`src/rtl/wsht_pkg.sv`:
```
// Package for the window stack hit test block: codes, the window rectangle
// record and the result record of the hit unit. No dependencies.
package wsht_pkg;

	localparam logic [2:0] KIND_CREATE = 3'd0;
	localparam logic [2:0] KIND_SHOW   = 3'd1;
	localparam logic [2:0] KIND_HIDE   = 3'd2;
	localparam logic [2:0] KIND_RAISE  = 3'd3;
	localparam logic [2:0] KIND_HIT    = 3'd4;

	localparam int         CLOSE_BOX_WIDTH = 44;
	localparam int         COORD_W         = 18;
	localparam logic [7:0] TITLE_RESET     = 8'd32;

	typedef enum logic [1:0] {
		REGION_BODY  = 2'd0,
		REGION_TITLE = 2'd1,
		REGION_CLOSE = 2'd2
	} region_t;

	typedef struct packed {
		logic signed [15:0] left;
		logic signed [15:0] top;
		logic [14:0]        width;
		logic [14:0]        height;
	} rect_t;

	typedef struct packed {
		logic    contains;
		region_t region;
	} hit_res_t;

	typedef enum logic [4:0] {
		ST_IDLE  = 5'b00001,
		ST_RAISE = 5'b00010,
		ST_RTAIL = 5'b00100,
		ST_SCAN  = 5'b01000,
		ST_FIN   = 5'b10000
	} state_t;

endpackage

```
`src/rtl/wsht_hit_unit.sv`:
```
// Shared geometry unit: tests one window rectangle against the pointer.
// Depends on wsht_pkg.
module wsht_hit_unit (
	input  wsht_pkg::rect_t     rect,
	input  logic [7:0]          title_h,
	input  logic signed [15:0]  px,
	input  logic signed [15:0]  py,
	output wsht_pkg::hit_res_t  res
);
	import wsht_pkg::*;

	logic signed [COORD_W-1:0] x0, x1, y0, y_title, y_end, x_close, pxe, pye;

	assign x0      = {{(COORD_W-16){rect.left[15]}}, rect.left};
	assign y0      = {{(COORD_W-16){rect.top[15]}}, rect.top};
	assign pxe     = {{(COORD_W-16){px[15]}}, px};
	assign pye     = {{(COORD_W-16){py[15]}}, py};
	assign x1      = x0 + COORD_W'(rect.width);
	assign y_title = y0 + COORD_W'(title_h);
	assign y_end   = y_title + COORD_W'(rect.height);
	assign x_close = x1 - COORD_W'(CLOSE_BOX_WIDTH);

	always_comb begin
		res.contains = (pxe >= x0) && (pxe < x1) && (pye >= y0) && (pye < y_end);
		if (pye < y_title) begin
			res.region = (pxe >= x_close) ? REGION_CLOSE : REGION_TITLE;
		end else begin
			res.region = REGION_BODY;
		end
	end

endmodule

```
`config.mk`:
```
export PLATFORM = sky130hd
export DESIGN_NAME = wsht_hit_unit
export DESIGN_NICKNAME = d
export VERILOG_FILES = /design/src/rtl/wsht_pkg.sv /design/src/rtl/wsht_hit_unit.sv
export SDC_FILE = /design/constraint.sdc
export NUM_CORES = 1
export LEC_CHECK = 0
export BUFFER_PORTS_ARGS = -buffer_cell sky130_fd_sc_hd__buf_2
export CORE_MARGIN = 2
export CORE_UTILIZATION = 63
export DETAILED_ROUTE_END_ITERATION = 6
export PLACE_DENSITY = 0.95
export SLEW_MARGIN = 20
export SYNTH_ARGS = -nofsm -noshare
export SYNTH_HDL_FRONTEND = slang
export SYNTH_SLANG_ARGS = --single-unit
```
`constraint.sdc`:
```
create_clock -name vclk -period 8.05
set_clock_uncertainty 0.2 [all_clocks]
set_input_delay 0.4025 -clock vclk [all_inputs]
set_output_delay 0.4025 -clock vclk [all_outputs]
set_load 0.05 [all_outputs]
```
==> run summary <==
The largest total area in the synthesized netlist belongs to sky130_fd_sc_hd__ha_1. Row generation in the floorplan step produced 31 rows. The highest fanout seen on the critical path works out to 5.

Via count of the first global-routing pass: 5,011. STA classifies the critical path startpoint as an input port. The die is 90.0 um tall. After detailed placement, the total cell area comes to 5280 um2. The number of maximum-capacitance constraint violations was 0; the area added between synthesis and finish was 13.3%. After detailed routing, the number of remaining DRC violations is 0. The logs give 30.2% for the total routing usage reported by global routing and 940 for the number of nets in the finished design. Among all cell types in the netlist, the one instantiated most often is sky130_fd_sc_hd__ha_1.

For the pin with the worst max-slew slack, the measured transition is 0.652 ns. The critical path starts at rect[30]. The critical path endpoint was res[2]. The run gives 0 as the flip-flop and latch count. The final core area utilization was 73.2%; the antenna diode count was 0.

At the placement stage, the worst setup path has a slack of 2.10 ns. The cell occurring most often along the worst timing path was sky130_fd_sc_hd__o21ai_0. The die covers 8100 um2.

The logs give 7210 um2 for the placeable core region and 4660 um2 for the cell area after synthesis. By startpoint and endpoint, the worst setup path is classified as input port to output port. Setup violations remaining at the end of the flow were counted as 0. The logs give 529 for the number of filler cells placed in the layout and 2.86 nW for the leakage power.

Counting the clock-network buffers in the layout gives 0. The smallest setup slack after layout is 1.96 ns, and the width of the die is 90.0 um. Sorting the synthesized cells by area gives the leading types as sky130_fd_sc_hd__ha_1 (37%), sky130_fd_sc_hd__xnor2_1 (7.1%), sky130_fd_sc_hd__a21o_1 (6.0%). After technology mapping, the gate count stands at 595. For this run the aggregate overflow at the end of global routing stands at 0. After detailed routing, the average wire length per cell comes to 15.3 um. For this block, the routed nets add up to 12.2 mm of wire. The count of pins over their slew limit was 0; the share of post-route cells with drive strength above 1 was 18.4%.

The number of input and output port buffers inserted was 105. Net count after synthesis: 838. The endpoint class of the critical path is an output port.

Cell at the slowest stage of the critical path: sky130_fd_sc_hd__or4_1. The final period utilization is 75.6%, and the post-synthesis average cell area is 7.84 um2. The initial standard-cell utilization of the core was 64.6%; the final weighted congestion in routability-driven placement was 0.967.

The post-cts hold buffer count is 0, and the final design area excluding fillers is 5280 um2. The commonest cells after synthesis are sky130_fd_sc_hd__ha_1 (138), sky130_fd_sc_hd__inv_1 (66), sky130_fd_sc_hd__a21oi_1 (38), sky130_fd_sc_hd__xnor2_1 (38), sky130_fd_sc_hd__a21o_1 (37). The run finished with clean final reports. Summed over all nets, the half-perimeter wirelength after detailed placement is 10.9 mm. Across the VDD grid, the largest voltage drop is 0.0562 mV. The run gives 0 as the initial antenna violation count. The number of iterations in the first detailed-routing pass is 5, and the detailed-route vias per instance is 6.11. Gates resized during post-CTS repair numbered 0.

The pin count of the biggest net entering global routing came out at 10. The detail route stage leaves a number of antenna-violating nets equal to 0. The clock period could shrink to 6.09 ns.

Summing internal, switching and leakage power gives 0.000570 W. Headroom to the max-slew limit came out at 55.4%. The share of the Yosys chip area taken by registers is 0%.

The achievable frequency was 164 MHz. Across the whole layout, storage elements account for 0 um2. For the data arrival at the endpoint of the critical path, the log shows 5.49 ns.

The fraction of synthesized cell area taken by the top area cell type came out at 37.0%. The largest single stage delay on the critical path is 0.48 ns. The run gives 105 as the count of boundary I/O pins.

The worst min-delay path category is input port to output port. Data required time of the worst path: 7.45 ns. Dividing total power by cell area gives a power density of 108 nW/um2.

After the first detailed-routing iteration, the DRC count stood at 136. Setup repair after global routing left no endpoint under its margin. Yosys synthesis warning count: 0. For the final routed database, the setup TNS stands at 0 ns. The number of buffers added for setup after CTS was 0; the number of distinct library cell variants in the gate-level netlist after synthesis was 69. The first global-routing pass estimated 21.5 mm of wire. The final-report hold violation count came out at 0. The total via count after detailed routing came out at 4,852.
[cell usage in the layout (no fill, tap or decap), drive strengths merged, types with 2 or more instances in the layout]
cell type | synthesis | layout
a2111oi | 5 | 5
a21oi | 41 | 41
nor4 | 3 | 3
nand3b | 2 | 2
or3 | 6 | 6
buf | 4 | 105
o21ai | 27 | 27
nand2 | 31 | 31
xor2 | 11 | 11
a211oi | 13 | 13
o31ai | 3 | 3
nor2 | 33 | 33
a31oi | 9 | 9
and3 | 3 | 3
nand3 | 10 | 10
o22ai | 3 | 3
o2111ai | 4 | 4
inv | 66 | 66
nand2b | 13 | 13
and4 | 2 | 2
nor3 | 13 | 13
o21a | 8 | 8
nand4 | 13 | 13
a311o | 2 | 2
nor2b | 14 | 14
xnor2 | 40 | 40
a211o | 2 | 2
a21o | 39 | 39
nand4b | 2 | 2
fa | 3 | 3
a21boi | 2 | 2
a311oi | 2 | 2
ha | 138 | 138
o21bai | 7 | 7
or2 | 3 | 3
o211ai | 3 | 3
and2 | 4 | 4
[power by group]
part           internal, W  leakage, nW  switching, W
Sequential               0            0             0
Combinational     0.000253         2.86      0.000317
Clock                    0            0             0
[routing by layer]
layer | global-route usage [%] | up-vias | part of all wire (%)
met5 | 0 | - | 0
li1 | - | 2406 | -
met3 | 2.26 | 31 | 6.0
met1 | 36.0 | 2196 | 41
met2 | 58.0 | 219 | 50
met4 | 7.69 | 0 | 2.7
[critical path, delay by kind of cell]
kind / cells / cell delay [ns]
AO/OA/AOI/OAI: 11 / 1.71
AND/OR/NAND/NOR: 7 / 1.59
adder cells (fa/ha/maj): 4 / 1.09
buffers and inverters: 3 / 0.42
XOR/XNOR: 1 / 0.26
[layout make-up]
class / instances / area [um2] / area share, %
inverter: 66 / 248 / 4.69
multi-input combinational: 524 / 4380 / 83.0
tap: 99 / 124 / 2.35
timing repair buffer: 105 / 526 / 9.95
[per-stage QoR]
step	hold slack [ns]	instances
finish	1.38	794
global route	1.46	794
CTS	1.39	794
detailed placement	1.38	794
global placement	1.36	794
floorplan	1.13	595
[kinds of logic after synthesis]
family | count (synthesis) | share of synthesized area, %
AOI/OAI and AO/OA | 177 | 27.3
buffers and inverters | 71 | 5.96
muxes | 1 | 0.215
and+or+nand+nor | 154 | 17.7
adders and majority gates | 141 | 38.3
xor gates and xnor gates | 51 | 10.5
[worst min-delay path by stage]
| stage | start | to | slack (ns) | depth (start not counted) |
|---|---|---|---|---|
| floorplan | px[15] | res[0] | 1.13 | 4 |
| global placement | py[15] | res[0] | 1.36 | 5 |
| detailed placement | py[15] | res[0] | 1.38 | 5 |
| CTS | py[15] | res[0] | 1.39 | 5 |
| global route | px[14] | res[0] | 1.46 | 6 |
| finish | py[15] | res[0] | 1.38 | 5 |
No activity file was read; power rests on OpenSTA's default activity.
